[src/hdl/iprq_pkg.sv]
// iprq_pkg: shared constants, payload types and sequencer states for the
// interrupt queue. No dependencies; every other file but iprq_ram uses it.

package iprq_pkg;

   // field widths
   localparam int VEC_W    = 7;
   localparam int LVL_W    = 5;
   localparam int MASK_W   = 4;
   localparam int PCOUNT_W = 5;
   localparam int ENTRY_W  = LVL_W + VEC_W;

   // default number of queue entries
   localparam int QUEUE_DEPTH_DEF = 16;

   // highest mask value a popped level saturates to
   localparam logic [MASK_W-1:0] MASK_MAX = 4'd15;

   // item action codes
   localparam logic ACT_RAISE   = 1'b0;
   localparam logic ACT_SERVICE = 1'b1;

   typedef struct packed {
      logic              action;
      logic [VEC_W-1:0]  req_vector;
      logic [LVL_W-1:0]  req_level;
      logic [MASK_W-1:0] cpu_mask;
   } req_type;

   typedef struct packed {
      logic                taken;
      logic [VEC_W-1:0]    taken_vector;
      logic [MASK_W-1:0]   new_mask;
      logic                dropped;
      logic [PCOUNT_W-1:0] pending_count;
   } rsp_type;

   typedef enum logic [2:0] {
      ST_IDLE,
      ST_POP_RD,
      ST_POP_CHK,
      ST_SCAN,
      ST_SHIFT,
      ST_RESP
   } state_type;

endpackage

[src/hdl/iprq_req_if.sv]
// iprq_req_if: request channel (raise / service beats) with valid/ready.
// Depends on iprq_pkg for field widths.

interface iprq_req_if;
   logic                          valid;
   logic                          ready;
   logic                          action;
   logic [iprq_pkg::VEC_W-1:0]    req_vector;
   logic [iprq_pkg::LVL_W-1:0]    req_level;
   logic [iprq_pkg::MASK_W-1:0]   cpu_mask;

   modport source (output valid, action, req_vector, req_level, cpu_mask, input ready);
   modport sink   (input valid, action, req_vector, req_level, cpu_mask, output ready);
endinterface

[src/hdl/iprq_rsp_if.sv]
// iprq_rsp_if: response channel, one beat per request beat, valid/ready.
// Depends on iprq_pkg for field widths.

interface iprq_rsp_if;
   logic                          valid;
   logic                          ready;
   logic                          taken;
   logic [iprq_pkg::VEC_W-1:0]    taken_vector;
   logic [iprq_pkg::MASK_W-1:0]   new_mask;
   logic                          dropped;
   logic [iprq_pkg::PCOUNT_W-1:0] pending_count;

   modport source (output valid, taken, taken_vector, new_mask, dropped, pending_count,
                   input ready);
   modport sink   (input valid, taken, taken_vector, new_mask, dropped, pending_count,
                   output ready);
endinterface

[src/hdl/interrupt_priority_queue.sv]
// interrupt_priority_queue: top level, entry RAM, sequencer and output stage.
// Depends on iprq_pkg, iprq_req_if, iprq_rsp_if, iprq_ram and iprq_ctrl.
//
//   channel   dir   beat carries
//   req       in    action, req_vector, req_level, cpu_mask
//   rsp       out   taken, taken_vector, new_mask, dropped, pending_count
//
// Steps per beat, accept to next accept:
//   service: accept, RAM read of the top entry, compare, result; accept and
//   result alone when empty. raise: accept, scan, shift and insert, result.
//   A duplicate skips the shift after its scan; a dropped raise on a full queue
//   goes from accept straight to result.
// Reset is synchronous and empties the queue; the RAM itself is not cleared.
// The output register frees the sequencer once a beat is handed over; it
// stalls in its result state only while a previous response is still unread.

module interrupt_priority_queue #(
   parameter int QUEUE_DEPTH = iprq_pkg::QUEUE_DEPTH_DEF
) (
   input logic        clock,
   input logic        reset,
   iprq_req_if.sink   req,
   iprq_rsp_if.source rsp
);

   localparam int IDX_W = (QUEUE_DEPTH > 1) ? $clog2(QUEUE_DEPTH) : 1;

   iprq_pkg::req_type             req_data;
   iprq_pkg::rsp_type             res;
   logic                          done;
   logic                          res_free;
   logic                          ram_we;
   logic [IDX_W-1:0]              ram_waddr;
   logic [iprq_pkg::ENTRY_W-1:0]  ram_wdata;
   logic [IDX_W-1:0]              ram_raddr;
   logic [iprq_pkg::ENTRY_W-1:0]  ram_rdata;

   logic                          rsp_valid_ff, rsp_valid_in;
   iprq_pkg::rsp_type             rsp_data_ff, rsp_data_in;

   assign req_data.action     = req.action;
   assign req_data.req_vector = req.req_vector;
   assign req_data.req_level  = req.req_level;
   assign req_data.cpu_mask   = req.cpu_mask;

   iprq_ram #(
      .WIDTH (iprq_pkg::ENTRY_W),
      .DEPTH (QUEUE_DEPTH)
   ) u_ram (
      .clock (clock),
      .we    (ram_we),
      .waddr (ram_waddr),
      .wdata (ram_wdata),
      .raddr (ram_raddr),
      .rdata (ram_rdata)
   );

   iprq_ctrl #(
      .QUEUE_DEPTH (QUEUE_DEPTH)
   ) u_ctrl (
      .clock     (clock),
      .reset     (reset),
      .req_valid (req.valid),
      .req_ready (req.ready),
      .req_data  (req_data),
      .done      (done),
      .res       (res),
      .res_free  (res_free),
      .ram_we    (ram_we),
      .ram_waddr (ram_waddr),
      .ram_wdata (ram_wdata),
      .ram_raddr (ram_raddr),
      .ram_rdata (ram_rdata)
   );

   // output register: loads when empty or being drained
   assign res_free = !rsp_valid_ff || rsp.ready;

   always_comb begin
      rsp_valid_in = rsp_valid_ff;
      rsp_data_in  = rsp_data_ff;
      if (done && res_free) begin
         rsp_valid_in = 1'b1;
         rsp_data_in  = res;
      end else if (rsp.ready) begin
         rsp_valid_in = 1'b0;
      end
   end

   always_ff @(posedge clock) begin
      if (reset) begin
         rsp_valid_ff <= 1'b0;
      end else begin
         rsp_valid_ff <= rsp_valid_in;
      end
   end

   always_ff @(posedge clock) begin
      rsp_data_ff <= rsp_data_in;
   end

   assign rsp.valid         = rsp_valid_ff;
   assign rsp.taken         = rsp_data_ff.taken;
   assign rsp.taken_vector  = rsp_data_ff.taken_vector;
   assign rsp.new_mask      = rsp_data_ff.new_mask;
   assign rsp.dropped       = rsp_data_ff.dropped;
   assign rsp.pending_count = rsp_data_ff.pending_count;

endmodule

[src/hdl/iprq_ram.sv]
// iprq_ram: generic simple dual-port RAM, one write and one read port,
// read data registered. No dependencies.

module iprq_ram #(
   parameter int WIDTH = 12,
   parameter int DEPTH = 16,
   localparam int ADDR_W = (DEPTH > 1) ? $clog2(DEPTH) : 1
) (
   input  logic              clock,
   input  logic              we,
   input  logic [ADDR_W-1:0] waddr,
   input  logic [WIDTH-1:0]  wdata,
   input  logic [ADDR_W-1:0] raddr,
   output logic [WIDTH-1:0]  rdata
);

   logic [WIDTH-1:0] mem_ff [DEPTH];
   logic [WIDTH-1:0] rdata_ff;

   always_ff @(posedge clock) begin
      if (we) begin
         mem_ff[waddr] <= wdata;
      end
      rdata_ff <= mem_ff[raddr];
   end

   assign rdata = rdata_ff;

endmodule

[src/hdl/iprq_ctrl.sv]
// iprq_ctrl: sequencer that scans, shifts, inserts and pops queue entries
// held in the entry RAM. Depends on iprq_pkg; drives an iprq_ram instance.

module iprq_ctrl #(
   parameter int QUEUE_DEPTH = iprq_pkg::QUEUE_DEPTH_DEF,
   localparam int IDX_W = (QUEUE_DEPTH > 1) ? $clog2(QUEUE_DEPTH) : 1,
   localparam int CNT_W = $clog2(QUEUE_DEPTH + 1)
) (
   input  logic                              clock,
   input  logic                              reset,
   // request beat
   input  logic                              req_valid,
   output logic                              req_ready,
   input  iprq_pkg::req_type                 req_data,
   // finished result, held while done is high
   output logic                              done,
   output iprq_pkg::rsp_type                 res,
   input  logic                              res_free,
   // entry RAM
   output logic                              ram_we,
   output logic [IDX_W-1:0]                  ram_waddr,
   output logic [iprq_pkg::ENTRY_W-1:0]      ram_wdata,
   output logic [IDX_W-1:0]                  ram_raddr,
   input  logic [iprq_pkg::ENTRY_W-1:0]      ram_rdata
);

   localparam logic [CNT_W-1:0] FULL_CNT = CNT_W'(QUEUE_DEPTH);

   iprq_pkg::state_type           state_ff, state_in;
   logic [CNT_W-1:0]              count_ff, count_in;
   logic [CNT_W-1:0]              ptr_ff, ptr_in;
   logic [CNT_W-1:0]              pos_ff, pos_in;
   logic                          dup_ff, dup_in;
   logic                          rd_vld_ff, rd_vld_in;
   logic [IDX_W-1:0]              rd_idx_ff, rd_idx_in;
   logic [iprq_pkg::VEC_W-1:0]    vec_ff, vec_in;
   logic [iprq_pkg::LVL_W-1:0]    lvl_ff, lvl_in;
   logic [iprq_pkg::MASK_W-1:0]   mask_ff, mask_in;
   iprq_pkg::rsp_type             res_ff, res_in;

   logic [iprq_pkg::VEC_W-1:0]    rd_vec;
   logic [iprq_pkg::LVL_W-1:0]    rd_lvl;
   logic [CNT_W-1:0]              cnt_dec;
   logic [CNT_W-1:0]              cnt_inc;
   logic [CNT_W-1:0]              ptr_dec;
   logic [CNT_W-1:0]              wr_next;

   // count reported on the response, low bits only for deep queues
   function automatic logic [iprq_pkg::PCOUNT_W-1:0] to_pcount(input logic [CNT_W-1:0] c);
      logic [CNT_W+iprq_pkg::PCOUNT_W-1:0] e;
      e = {{iprq_pkg::PCOUNT_W{1'b0}}, c};
      return e[iprq_pkg::PCOUNT_W-1:0];
   endfunction

   assign rd_vec  = ram_rdata[iprq_pkg::VEC_W-1:0];
   assign rd_lvl  = ram_rdata[iprq_pkg::ENTRY_W-1:iprq_pkg::VEC_W];
   assign cnt_dec = count_ff - 1'b1;
   assign cnt_inc = count_ff + 1'b1;
   assign ptr_dec = ptr_ff - 1'b1;
   assign wr_next = CNT_W'(rd_idx_ff) + 1'b1;

   // state and control registers
   always_ff @(posedge clock) begin
      if (reset) begin
         state_ff  <= iprq_pkg::ST_IDLE;
         count_ff  <= '0;
         rd_vld_ff <= 1'b0;
      end else begin
         state_ff  <= state_in;
         count_ff  <= count_in;
         rd_vld_ff <= rd_vld_in;
      end
   end

   // working registers for the item in flight
   always_ff @(posedge clock) begin
      ptr_ff    <= ptr_in;
      pos_ff    <= pos_in;
      dup_ff    <= dup_in;
      rd_idx_ff <= rd_idx_in;
      vec_ff    <= vec_in;
      lvl_ff    <= lvl_in;
      mask_ff   <= mask_in;
      res_ff    <= res_in;
   end

   // sequencer
   always_comb begin
      state_in  = state_ff;
      count_in  = count_ff;
      ptr_in    = ptr_ff;
      pos_in    = pos_ff;
      dup_in    = dup_ff;
      rd_vld_in = 1'b0;
      rd_idx_in = rd_idx_ff;
      vec_in    = vec_ff;
      lvl_in    = lvl_ff;
      mask_in   = mask_ff;
      res_in    = res_ff;
      req_ready = 1'b0;
      done      = 1'b0;
      ram_we    = 1'b0;
      ram_waddr = '0;
      ram_wdata = '0;
      ram_raddr = '0;

      case (state_ff)
         iprq_pkg::ST_IDLE: begin
            req_ready = 1'b1;
            if (req_valid) begin
               vec_in  = req_data.req_vector;
               lvl_in  = req_data.req_level;
               mask_in = req_data.cpu_mask;
               ptr_in  = '0;
               pos_in  = '0;
               dup_in  = 1'b0;
               // default result: nothing taken, mask passes through
               res_in.taken         = 1'b0;
               res_in.taken_vector  = '0;
               res_in.new_mask      = req_data.cpu_mask;
               res_in.dropped       = 1'b0;
               res_in.pending_count = to_pcount(count_ff);
               if (req_data.action == iprq_pkg::ACT_SERVICE) begin
                  if (count_ff == '0) begin
                     state_in = iprq_pkg::ST_RESP;
                  end else begin
                     state_in = iprq_pkg::ST_POP_RD;
                  end
               end else if (count_ff == FULL_CNT) begin
                  res_in.dropped = 1'b1;
                  state_in       = iprq_pkg::ST_RESP;
               end else begin
                  state_in = iprq_pkg::ST_SCAN;
               end
            end
         end

         // fetch the top entry
         iprq_pkg::ST_POP_RD: begin
            ram_raddr = cnt_dec[IDX_W-1:0];
            state_in  = iprq_pkg::ST_POP_CHK;
         end

         // pop it if its level beats the mask
         iprq_pkg::ST_POP_CHK: begin
            if (rd_lvl > {1'b0, mask_ff}) begin
               res_in.taken         = 1'b1;
               res_in.taken_vector  = rd_vec;
               res_in.new_mask      = rd_lvl[iprq_pkg::LVL_W-1] ? iprq_pkg::MASK_MAX
                                                                : rd_lvl[iprq_pkg::MASK_W-1:0];
               res_in.pending_count = to_pcount(cnt_dec);
               count_in             = cnt_dec;
            end
            state_in = iprq_pkg::ST_RESP;
         end

         // read every entry: look for a duplicate vector, count lower levels
         iprq_pkg::ST_SCAN: begin
            if (ptr_ff < count_ff) begin
               ram_raddr = ptr_ff[IDX_W-1:0];
               rd_vld_in = 1'b1;
               ptr_in    = ptr_ff + 1'b1;
            end
            if (rd_vld_ff) begin
               if (rd_vec == vec_ff) begin
                  dup_in = 1'b1;
               end else if (rd_lvl < lvl_ff) begin
                  pos_in = pos_ff + 1'b1;
               end
            end else if (ptr_ff == count_ff) begin
               if (dup_ff) begin
                  res_in.dropped = 1'b1;
                  state_in       = iprq_pkg::ST_RESP;
               end else begin
                  ptr_in   = count_ff;
                  state_in = iprq_pkg::ST_SHIFT;
               end
            end
         end

         // move entries pos..count-1 up by one, top first, then insert
         iprq_pkg::ST_SHIFT: begin
            if (ptr_ff > pos_ff) begin
               ram_raddr = ptr_dec[IDX_W-1:0];
               rd_vld_in = 1'b1;
               rd_idx_in = ptr_dec[IDX_W-1:0];
               ptr_in    = ptr_dec;
            end
            if (rd_vld_ff) begin
               ram_we    = 1'b1;
               ram_waddr = wr_next[IDX_W-1:0];
               ram_wdata = ram_rdata;
            end else if (ptr_ff == pos_ff) begin
               ram_we               = 1'b1;
               ram_waddr            = pos_ff[IDX_W-1:0];
               ram_wdata            = {lvl_ff, vec_ff};
               count_in             = cnt_inc;
               res_in.pending_count = to_pcount(cnt_inc);
               state_in             = iprq_pkg::ST_RESP;
            end
         end

         // hand the result to the output stage
         iprq_pkg::ST_RESP: begin
            done = 1'b1;
            if (res_free) begin
               state_in = iprq_pkg::ST_IDLE;
            end
         end

         default: begin
            state_in = iprq_pkg::ST_IDLE;
         end
      endcase
   end

   assign res = res_ff;

endmodule

[src/flat_wrapper.sv]
// flat-port wrapper written by rule: the top's interface ports become plain ports
module interrupt_priority_queue_flat 
#(
   parameter int QUEUE_DEPTH = iprq_pkg::QUEUE_DEPTH_DEF
)
  (clock, reset, req_valid, req_action, req_req_vector, req_req_level, req_cpu_mask, req_ready, rsp_valid, rsp_taken, rsp_taken_vector, rsp_new_mask, rsp_dropped, rsp_pending_count, rsp_ready);
  iprq_req_if req_i ();
  iprq_rsp_if rsp_i ();
  input logic clock;
  input logic reset;
  input wire logic [$bits(req_i.valid)-1:0] req_valid;
  input wire logic [$bits(req_i.action)-1:0] req_action;
  input wire logic [$bits(req_i.req_vector)-1:0] req_req_vector;
  input wire logic [$bits(req_i.req_level)-1:0] req_req_level;
  input wire logic [$bits(req_i.cpu_mask)-1:0] req_cpu_mask;
  output wire logic [$bits(req_i.ready)-1:0] req_ready;
  output wire logic [$bits(rsp_i.valid)-1:0] rsp_valid;
  output wire logic [$bits(rsp_i.taken)-1:0] rsp_taken;
  output wire logic [$bits(rsp_i.taken_vector)-1:0] rsp_taken_vector;
  output wire logic [$bits(rsp_i.new_mask)-1:0] rsp_new_mask;
  output wire logic [$bits(rsp_i.dropped)-1:0] rsp_dropped;
  output wire logic [$bits(rsp_i.pending_count)-1:0] rsp_pending_count;
  input wire logic [$bits(rsp_i.ready)-1:0] rsp_ready;
  assign req_i.valid = req_valid;
  assign req_i.action = req_action;
  assign req_i.req_vector = req_req_vector;
  assign req_i.req_level = req_req_level;
  assign req_i.cpu_mask = req_cpu_mask;
  assign req_ready = req_i.ready;
  assign rsp_valid = rsp_i.valid;
  assign rsp_taken = rsp_i.taken;
  assign rsp_taken_vector = rsp_i.taken_vector;
  assign rsp_new_mask = rsp_i.new_mask;
  assign rsp_dropped = rsp_i.dropped;
  assign rsp_pending_count = rsp_i.pending_count;
  assign rsp_i.ready = rsp_ready;
  interrupt_priority_queue #(.QUEUE_DEPTH(QUEUE_DEPTH)) u_core (.clock(clock), .reset(reset), .req(req_i), .rsp(rsp_i));
endmodule
[config.mk]
export PLATFORM = sky130hd
export DESIGN_NAME = interrupt_priority_queue_flat
export DESIGN_NICKNAME = d
export VERILOG_FILES = /design/src/hdl/iprq_pkg.sv /design/src/hdl/iprq_req_if.sv /design/src/hdl/iprq_rsp_if.sv /design/src/hdl/interrupt_priority_queue.sv /design/src/hdl/iprq_ram.sv /design/src/hdl/iprq_ctrl.sv /design/src/flat_wrapper.sv
export SDC_FILE = /design/constraint.sdc
export NUM_CORES = 1
export LEC_CHECK = 0
export BUFFER_PORTS_ARGS = -buffer_cell sky130_fd_sc_hd__clkbuf_2
export CAP_MARGIN = 20
export CELL_PAD_IN_SITES_DETAIL_PLACEMENT = 1
export CELL_PAD_IN_SITES_GLOBAL_PLACEMENT = 2
export CORE_ASPECT_RATIO = 1.1
export CORE_UTILIZATION = 50
export DETAILED_ROUTE_END_ITERATION = 10
export GPL_TIMING_DRIVEN = 0
export MAX_ROUTING_LAYER = met4
export PLACE_DENSITY_LB_ADDON = 0.1
export SLEW_MARGIN = 0
export SYNTH_ARGS = -nofsm -noshare
export SYNTH_HDL_FRONTEND = slang
export SYNTH_SLANG_ARGS = --single-unit
[constraint.sdc]
create_clock -name clock -period 4.31 [get_ports clock]
set_input_delay 0.6465 -clock clock [delete_from_list [all_inputs] [get_ports clock]]
set_output_delay 0.6465 -clock clock [all_outputs]
set_load 0.05 [all_outputs]
### Word-level counts from Yosys, hierarchy flattened

Memories as Yosys holds them, arrays and structs flattened. A register that Yosys moved wholly into a read port is not among the register bits.
Cells that the tools add are included.

| storage, ports and cells | value |
|---|---|
| logic and storage cells | 137 |
| bits in read-only memories | 0 |
| register bits after elaboration | 77 |
| output and inout bits | 20 |
| memories kept | 1 |
| bits in latches | 0 |
| input bits | 21 |
| bits in writable memories | 192 |

| cells by class | value |
|---|---|
| shift-type cells | 0 |
| $lt $le $gt $ge | 4 |
| multipliers | 0 |
| div/mod/pow operators | 0 |
| bitwise operators | 0 |
| add/subtract/negate cells | 6 |
| eq/ne operators | 22 |
| reduce and logical (&&, ||, !) cells | 21 |
| multiplexer cells | 62 |

Memory list:

| memory | depth | width | rd ports | clocked after Yosys merged registers in | write ports | RTL line | RTL |
|---|---|---|---|---|---|---|---|
| u_core.u_ram.mem_ff | 16 | 12 | 1 | 1 | 1 | iprq_ram.sv:17 | `logic [WIDTH-1:0] mem_ff [DEPTH];` |

Operators by type and width:

| operator | number |
|---|---|
| two-way mux 5 bit | 12 |
| two-way mux 12 bit | 4 |
| one-hot mux 5 bit (3 select lines) | 2 |
| two-way mux 3 bit | 9 |
| two-way mux 4 bit | 6 |
| != test 2 bit, second input constant | 12 |
| one-hot mux 12 bit (2 select lines) | 1 |
| two-way mux 1 bit | 20 |
| one-hot mux 5 bit (2 select lines) | 2 |
| two-way mux 18 bit | 1 |
| one-hot mux 3 bit (6 select lines) | 1 |
| adder 5 x 1 -> 5 bit, second input constant | 3 |
| AND reduction 5 bit | 3 |
| one-hot mux 4 bit (3 select lines) | 1 |
| equality test 5 bit | 2 |
| less-than comparator 5 bit | 2 |
| subtractor 5 x 1 -> 5 bit, second input constant | 2 |
| AND reduction 4 bit | 2 |
| nonzero test 2 bit | 4 |
| equality test 7 bit | 1 |
| equality test 3 x 2 -> 1 bit, second input constant | 2 |
| equality test 3 bit, second input constant | 2 |
| one-hot mux 1 bit (2 select lines) | 3 |
| AND reduction 3 bit | 2 |
| 14 further kinds | 16 |

### Longest topological paths before layout

Gate-level depths: netlist of the first run.

| depth | value |
|---|---|
| depth in word-level cells | 6 |
| gate-level depth with buffers | 15 |
| gate-level depth less buffers | 11 |

### Hierarchy

From an unflattened synthesis of the first run, not the netlist that was laid out.

| second synthesis, totals | value |
|---|---|
| cell total of the unflattened synthesis | 715 |
| area total of the unflattened synthesis | 11822.6 um^2 |

Modules (own cells, without submodules):

| module | instances | cells an instance | sequential area each (um^2) | area each (um^2) |
|---|---|---|---|---|
| iprq_ram | 1 | 329 | 6005.8 | 7599.8 |
| iprq_ctrl | 1 | 363 | 1651.6 | 3627.2 |
| interrupt_priority_queue | 1 | 23 | 560.5 | 595.6 |

### Worst setup path before layout of the first run

No wires, ideal clock.

| timing | value |
|---|---|
| path kind | reg-to-reg |
| from | reg u_core.u_ctrl.state_ff[2] |
| to | reg u_core.u_ctrl.res_ff (netlist bit u_core.u_ctrl.res[10]) (enable) |
| clock period less this slack | 3.057 ns |
| arrival | 2.735 ns |
| setup slack | 1.253 ns |
| cell stages (with the launch flop) | 6 |
| setup time | 0.322 ns |
| required time | 3.988 ns |
| buffers on the path | 1 |
| cells stage by stage | dfxtp_1 clkbuf_1 nor3_1 nand2_1 inv_1 or2_2 |

| between the ends | value |
|---|---|
| cells in the longest elaborated chain, start to end | 3 |
| elaborated cells on any way between the ends | 6 |
| those cells by class | eq/ne: 3; reduce/logical: 3 |

Ends and longest elaborated chain:

| element | RTL line | RTL |
|---|---|---|
| from (decl) | iprq_ctrl.sv:29 | `iprq_pkg::state_type state_ff, state_in;` |
| from (signal assigned) | iprq_ctrl.sv:65 | `state_ff <= iprq_pkg::ST_IDLE;` |
| from (signal assigned) | iprq_ctrl.sv:69 | `state_ff <= state_in;` |
| equality test 3 x 2 -> 1 bit or logical NOT 3 bit (tied branches) | iprq_ctrl.sv:107 | `case (state_ff)` |
| != test 2 bit (no source line) or nonzero test 2 bit (tied branches) | n/a |  |
| AND reduction 3 bit (no source line) (*) | n/a |  |
| to (signal assigned) | iprq_ctrl.sv:84 | `res_ff <= res_in;` |
| to (decl) | iprq_ctrl.sv:39 | `iprq_pkg::rsp_type res_ff, res_in;` |

Mark *: on every way between the ends. The rest lies on a longest branch, timed or not.
A chain may end at the register's enable or synchronous reset.

### Worst setup path after layout of the first run

| timing | value |
|---|---|
| from | reg u_core.u_ctrl.count_ff[2] |
| to | reg u_core.u_ram.rdata_ff[6], in the netlist u_core.u_ram.rdata[6], read port of u_core.u_ram.mem_ff |

| between the ends | value |
|---|---|
| cells in the longest elaborated chain, start to end | 3 |
| elaborated cells on any way between the ends | 4 |
| those cells by class | add/sub: 1; order compare: 1; mux: 2 |

Ends and longest elaborated chain:

| element | RTL line | RTL |
|---|---|---|
| from (decl) | iprq_ctrl.sv:30 | `logic [CNT_W-1:0] count_ff, count_in;` |
| from (signal assigned) | iprq_ctrl.sv:70 | `count_ff <= count_in;` |
| less-than comparator 5 bit | iprq_ctrl.sv:159 | `if (ptr_ff < count_ff) begin` |
| two-way mux 4 bit | iprq_ctrl.sv:159 |  |
| one-hot mux 4 bit (3 select lines) (*) | iprq_ctrl.sv:107 |  |
| to (decl) | iprq_ram.sv:18 | `logic [WIDTH-1:0] rdata_ff;` |

Marked as above.

==> metrics, run 1 <==
outcome=complete, no violations; GR Util All Layers=0.253; relative max-transition margin=0.411; number of vias after detailed routing=6598; setup slack after placement=0.369 ns; logic gate share of total power=0.340; detailed route wirelength on metal3=1080 microns; number of distinct library cells after synthesis=41; post-synthesis to final-layout area growth=14.4%; CTS tree=built; die width=147 microns; number of nets with antenna violations after detailed routing=0; sum of routed wire length over all layers=28200 microns; worst r2r src=u_core.u_ctrl.count_ff[2]$_SDFFE_PP0P_; Starting DRT DRC Count=482; clock latency on the worst-skew pair=0.55 ns; FF-to-FF setup slack=0.34 ns; top-level I/O count=41; number of antenna violations at the first check in global routing=0; Clock Sink Count=281; number of endpoints failing setup at the final stage=0; top achievable clock speed=252 MHz; setup tns final=0 ns; flip-flop cell with the highest count after synthesis=edfxtp_1; static power due to leakage=4.35 nW; Max IR drop VDD=0.383 mV; largest stage delay on the critical path=0.41 ns; Pins Over Slew Limit=0; Hold Path Stages=1; buffer type at the clock tree root=clkbuf_16; crit share post-route=0.921; FFs w/ async S/R, synth=0; family with the most delay on the worst path=buffers and inverters; area used by sequential logic in the layout=0.00822 sq mm; worst path required time=4.72 ns; Clock transition at path regs=0.06 ns; final critical path time including I/O delays and setup=3.97 ns; met1 routed wirelength after detailed routing=11400 microns; Worst Path Max Fanout=10; commonest cells after routing, fill and taps aside=edfxtp_1, nor2_1, mux4_2; antenna diode count=0; endpoint of the worst hold-timing path=u_core.u_ctrl.vec_ff[5]$_DFFE_PP_; ratio of cells with drive above 1 in the final layout=0.199; cell at the slowest stage of the critical path=a22oi_1; syn_area_per_cell=16.3 sq um; Post-Synthesis Net Count=757; total area of multi-input combinational cells=0.00312 sq mm; fraction of power consumed by the clock network=0.262; switching power total=3.12 mW; Total Die Area=0.0238 sq mm; net count reported at finish=847; routed wire length on met2=14900 microns; final HPWL from detailed placement=20200 microns; minimum setup slack in the final design=0.340 ns; Syn Inst Count=710; Internal Pwr Total=5.93 mW; data arrival at the endpoint of the critical path=4.39 ns; leading cell type in the layout, fill and taps excluded=edfxtp_1; Synth warnings=0; dominant cell type by count on the critical path=buf_2; Critical Path Sink Type=flop; Final Skew=0.0102 ns; uppermost layer routed=met4; share of power burned in registers=0.398; WL/cell=25.2 microns; number of maximum-capacitance constraint violations=0; worst min-delay path category=in -> reg; first-pass GRT wire length=42800 microns; number of buffers between clock root and the deepest sink=3; largest net degree at the start of global routing=19; core area=0.0228 sq mm; Avg Vias per Cell=5.89; via count of the first global-routing pass=7095; DRC violation count after routing=0; ordered cell list for the critical path=clkbuf_1 -> inv_1 -> ha_1 -> and3_1 -> o21ai_1 -> and3_1 -> buf_2 -> ha_1 -> a21oi_1 -> o22ai_1 -> buf_2 -> buf_2 -> mux4_2 -> a22oi_1 -> nand2_1; Post-CTS Hold Fix Bufs=0; worst reg2reg path endpoint=u_core.u_ram.rdata[6]$_DFF_P_; register bit total from synthesis=281; hold path startpoint=req_req_vector[5]; Post-CTS Repair Setup Buffers=0; CP Buf/Inv Count=5; number of flops mapped to enable cells by yosys=259; initial core utilization=0.508; final estimated routing congestion in global placement=0.859; cell area after synthesis=0.0116 sq mm; share of the yosys chip area belonging to registers=0.710; CP startpoint kind=flop; depth of the worst register-to-register path=15; maximum level of the CTS H-tree=1; RSZ-0062 raised after global routing=false; number of buffers inserted during clock tree synthesis=29; FILL cells=2093; iteration count of the initial detailed-routing pass=6; switching share of total power=0.345; transition time of the tightest slew-check pin=0.878 ns; Congestion Overflow GR=0; power density relative to cell area=683 mW/mm^2; number of I/O port buffers=39; number of placement rows=58; die span in y=162 microns; endpoints failing hold=0; Resized cells post-CTS=0; startpoint-to-endpoint class of the critical path=reg -> reg
-- cell families (layout without fill, tap and decap cells) --
family,after synthesis,after routing,share of synthesized area
buffers and inverters,57,168,0.0213
multiplexers,52,52,0.0968
AO/OA/AOI/OAI,112,112,0.0629
flip-flops,281,281,0.710
adder cells (fa/ha/maj),26,26,0.0281
AND/OR/NAND/NOR,154,154,0.0602
XOR/XNOR,28,28,0.0212
-- power groups by stage --
| stage | sequential (mW) | combinational, mW | clock, mW |
|---|---|---|---|
| finish | 3.61 | 3.07 | 2.37 |
| global route | 3.64 | 3.34 | 2.50 |
| CTS | 3.61 | 3.10 | 2.42 |
| detailed placement | 3.67 | 3.07 | 0 |
| global placement | 3.65 | 2.95 | 0 |
| floorplan | 3.62 | 2.14 | 0 |
-- per-stage QoR --
step / utilization / cell area [sq um] / std cells / power [mW] / hold slack [ns]
floorplan: - / 11600 / 710 / 5.77 / 0.400
global placement: 0.533 / 12200 / 1049 / 6.60 / 0.401
detailed placement: 0.540 / 12300 / 1064 / 6.73 / 0.410
CTS: 0.580 / 13200 / 1116 / 9.13 / 0.256
global route: 0.582 / 13300 / 1121 / 9.48 / 0.264
finish: 0.582 / 13300 / 1121 / 9.05 / 0.277
-- worst max path at each step --
| stage | start | to | slack, ns | depth (start not counted) |
|---|---|---|---|---|
| finish | u_core.u_ctrl.count_ff[2]$_SDFFE_PP0P_ | u_core.u_ram.rdata[6]$_DFF_P_ | 0.34 | 15 |
| global route | u_core.u_ctrl.count_ff[2]$_SDFFE_PP0P_ | u_core.u_ram.rdata[6]$_DFF_P_ | 0.10 | 15 |
| global placement | u_core.u_ctrl.ptr_ff[3]$_DFFE_PP_ | u_core.u_ram.mem_ff[15][4]$_DFFE_PP_ | 0.32 | 8 |
| CTS | u_core.u_ctrl.count_ff[2]$_SDFFE_PP0P_ | u_core.u_ram.rdata[6]$_DFF_P_ | 0.37 | 15 |
| floorplan | u_core.u_ctrl.state_ff[2]$_SDFFE_PP0P_ | u_core.u_ctrl.res[10]$_SDFFCE_PN0P_ | 1.25 | 5 |
| detailed placement | u_core.u_ctrl.count_ff[2]$_SDFFE_PP0P_ | u_core.u_ram.rdata[6]$_DFF_P_ | 0.37 | 15 |
-- routing by layer --
layer,vias up,global-route usage
met2,152,0.447
met1,3438,0.306
met5,-,-
met3,56,0.0316
met4,0,0.0712
li1,2952,-
-- Yosys cell counts, drive strengths merged (18+ instances only) --
library cell | instances | area share
edfxtp | 259 | 0.67
nor2 | 57 | 0.018
mux4 | 48 | 0.093
nand2 | 43 | 0.014
inv | 30 | 0.0097
o21ai | 27 | 0.012
ha | 26 | 0.028
a22oi | 25 | 0.016
xnor2 | 23 | 0.017
dfxtp | 22 | 0.038
a21oi | 19 | 0.0082
clkbuf | 18 | 0.0058
-- area by class of cell --
cell class	count	share of cell area
buffer	27	0.0101
clock buffer	31	0.0553
clock inverter	21	0.0123
inverter	30	0.00850
multi-input combinational	372	0.236
sequential	281	0.620
tap	300	0.0283
timing repair buffer	59	0.0298
-- registers in the layout, indices dropped and copies added (netlist names), 3 cells and up --
signal,count
u_core.u_ram.rdata,12
u_core.u_ctrl.lvl_ff,5
u_core.u_ctrl.pos_ff,5
u_core.u_ctrl.ptr_ff,5
u_core.u_ctrl.state_ff,3
u_core.u_ctrl.vec_ff,7
u_core.rsp.new_mask,4
u_core.u_ctrl.count_ff,5
u_core.u_ram.mem_ff,192
u_core.rsp.pending_count,5
u_core.rsp.taken_vector,7
u_core.u_ctrl.mask_ff,4
u_core.u_ctrl.rd_idx_ff,4
u_core.u_ctrl.res,18
(Power assumes the default switching activity.)
==> inputs of run 2 (changes only) <==
- RECOVER_POWER: not set -> 25
- SYNTH_HIERARCHICAL: not set -> 1
==> run 2 against run 1 <==
Largest cell class unchanged. Design area is 2.3% higher. Combinational power is 13% lower. Highest routed layer unchanged. Flip-flop and latch count stayed put.
==> metrics, run 2 <==
number of buffers between clock root and the deepest sink=3; first-pass GRT wire length=42000 microns; iteration count of the initial detailed-routing pass=5; CP startpoint kind=flop; Final Skew=0.0137 ns; commonest cells after routing, fill and taps aside=edfxtp_1, clkbuf_1, nor2_1; Clock Sink Count=281; ranking of synthesized cells by instance count=edfxtp_1, nor2_1, nand2_1; flip-flop cell with the highest count after synthesis=edfxtp_1; number of nets with antenna violations after detailed routing=0; WL/cell=24.9 microns; FILL cells=2103; Synth top area share=0.658; logic gate share of total power=0.307; cell at the slowest stage of the critical path=a22oi_1; die span in y=163 microns; worst min-delay path category=in -> reg; Critical Path Sink Type=flop; final HPWL from detailed placement=20000 microns; relative max-transition margin=0.221; largest register by flop count=u_core/u_ram/mem_ff; Clock transition at path regs=0.06 ns; cell accounting for the most synthesized area=edfxtp_1; via count of the first global-routing pass=6994; register bit total from synthesis=281; Post-CTS Repair Setup Buffers=0; number of maximum-capacitance constraint violations=0; top area cells in the synthesized netlist=edfxtp_1, mux4_2, dfxtp_1; clock latency on the worst-skew pair=0.54 ns; switching power total=2.91 mW; die width=149 microns; share of the yosys chip area belonging to registers=0.695; maximum level of the CTS H-tree=1; Synth warnings=6; core area=0.0230 sq mm; Congestion Overflow GR=0; number of flops mapped to enable cells by yosys=259; Pins Over Slew Limit=0; fraction of power consumed by the clock network=0.282; number of distinct library cells after synthesis=60; max FFs per register=192; outcome=complete, no violations; worst hold margin=0.281 ns; number of I/O port buffers=40; number of vias after detailed routing=6685; switching share of total power=0.334; Post-Synthesis Net Count=762; Starting DRT DRC Count=491; power density relative to cell area=641 mW/mm^2; transition time of the tightest slew-check pin=1.17 ns; largest stage delay on the critical path=0.44 ns; final estimated routing congestion in global placement=0.836; Post-DP Area=0.0126 sq mm; Internal Pwr Total=5.79 mW; startpoint-to-endpoint class of the critical path=reg -> reg; buffer type at the clock tree root=clkbuf_16; Avg Vias per Cell=5.90; leading cell type in the layout, fill and taps excluded=edfxtp_1; number of endpoints failing setup at the final stage=0; FFs w/ async S/R, synth=0; cell area after synthesis=0.0118 sq mm; number of buffers inserted during clock tree synthesis=29; crit share post-route=0.920; Max IR drop VDD=0.409 mV; endpoints failing hold=0; static power due to leakage=4.31 nW; ordered cell list for the critical path=clkbuf_1 -> inv_2 -> ha_1 -> a211oi_1 -> o221a_2 -> and2_1 -> nand2_1 -> o221ai_1 -> buf_2 -> buf_2 -> mux4_1 -> a22oi_1 -> nand2_1; post-synthesis to final-layout area growth=14.7%; Worst Path Max Fanout=10; CTS tree=built; top-count cell post-synth=edfxtp_1; syn_area_per_cell=16.5 sq um; summed area of non-filler cells in the final layout=0.0136 sq mm; data arrival at the endpoint of the critical path=4.37 ns; share of power burned in registers=0.411; largest net degree at the start of global routing=19; initial core utilization=0.514; area used by sequential logic in the layout=0.00822 sq mm; DRC violation count after routing=0; ratio of cells with drive above 1 in the final layout=0.179; number of antenna violations at the first check in global routing=0; top-level I/O count=41; number of placement rows=58; total area of multi-input combinational cells=0.00332 sq mm; GR Util All Layers=0.246; RSZ-0062 raised after global routing=false; Syn Inst Count=715; top achievable clock speed=252 MHz; final critical path time including I/O delays and setup=3.97 ns; antenna diode count=0; net count reported at finish=860; Total Die Area=0.0243 sq mm; worst path required time=4.71 ns; sum of routed wire length over all layers=28200 microns
==> run 2: cell types whose count changed after synthesis, sizes merged, moves of 10 or more <==
cell and delta:
o21ai -11, a22oi +14, a22o -11, nor2 -10, xnor2 -12, and2 +10
==> run 2: timing repair <==
action | in CTS | in global routing
hold buffers | 0 | 0
gates resized for setup | 2 | 0
endpoints found under the setup margin | 21 | 0
==> run 2: area by class of cell <==
class,instances,area share
sequential,281,0.606
multi-input combinational,370,0.245
clock buffer,30,0.0538
timing repair buffer,67,0.0310
tap,300,0.0277
clock inverter,22,0.0152
buffer,30,0.0118
inverter,34,0.00950
==> run 2: final timing paths <==
path	from	endpoint	slack, ns	depth (start not counted)
worst max-delay path	u_core/u_ctrl/count_ff[2]$_SDFFE_PP0P_	u_core/u_ram/rdata[5]$_DFF_P_	0.34	13
worst min-delay path	req_req_vector[1]	u_core/u_ctrl/vec_ff[1]$_DFFE_PP_	0.28	1
worst max register to register	u_core/u_ctrl/count_ff[2]$_SDFFE_PP0P_	u_core/u_ram/rdata[5]$_DFF_P_	0.34	13
worst min register to register	u_core/u_ctrl/res[5]$_SDFFCE_PP1P_	u_core/rsp.dropped$_DFFE_PP_	0.42	0
==> run 2: cell families after synthesis <==
kind of cell    count (synthesis)  share of synthesized area
fa+ha+maj                      26                     0.0275
xor+xnor                       24                     0.0178
buf+inv                        64                     0.0254
simple gates                  160                     0.0677
compound gates                102                     0.0612
flops                         281                      0.695
mux                            58                      0.105
==> run 2: worst max-delay path: cells and delay by family, from the launching register on <==
kind | cells | cell delay [ns]
flops | 1 | 0.31
compound gates | 4 | 1.19
mux | 1 | 0.37
simple gates | 3 | 0.44
buf+inv | 4 | 1.18
fa+ha+maj | 1 | 0.34
==> run 2: routing by layer <==
layer  vias to the layer above  share of wire  global-route usage
li1                       3005              -                   -
met1                      3459           0.41               0.298
met2                       176           0.52               0.422
met3                        45          0.039              0.0274
met4                         0          0.034              0.0928
met5                         -              0                   -
==> run 2: power groups by stage <==
stage	registers (mW)	logic, mW	clock network (mW)
4_1_cts	3.58	2.69	2.50
5_1_grt	3.61	2.89	2.59
3_3_place_gp	3.62	2.61	0
6_report	3.57	2.67	2.45
2_1_floorplan	3.58	1.84	0
3_5_place_dp	3.63	2.68	0
==> run 2: metrics by stage <==
step           utilization  setup TNS [ns]  total power [mW]  cells  worst slack (ns)
2_1_floorplan            -               0              5.43    715              1.05
5_1_grt              0.590               0              9.08   1134            0.0787
4_1_cts              0.588               0              8.77   1122             0.123
3_5_place_dp         0.547          -0.150              6.32   1070           -0.0134
3_3_place_gp         0.539           -1.47              6.23   1055            -0.106
6_report             0.590               0              8.70   1134             0.345
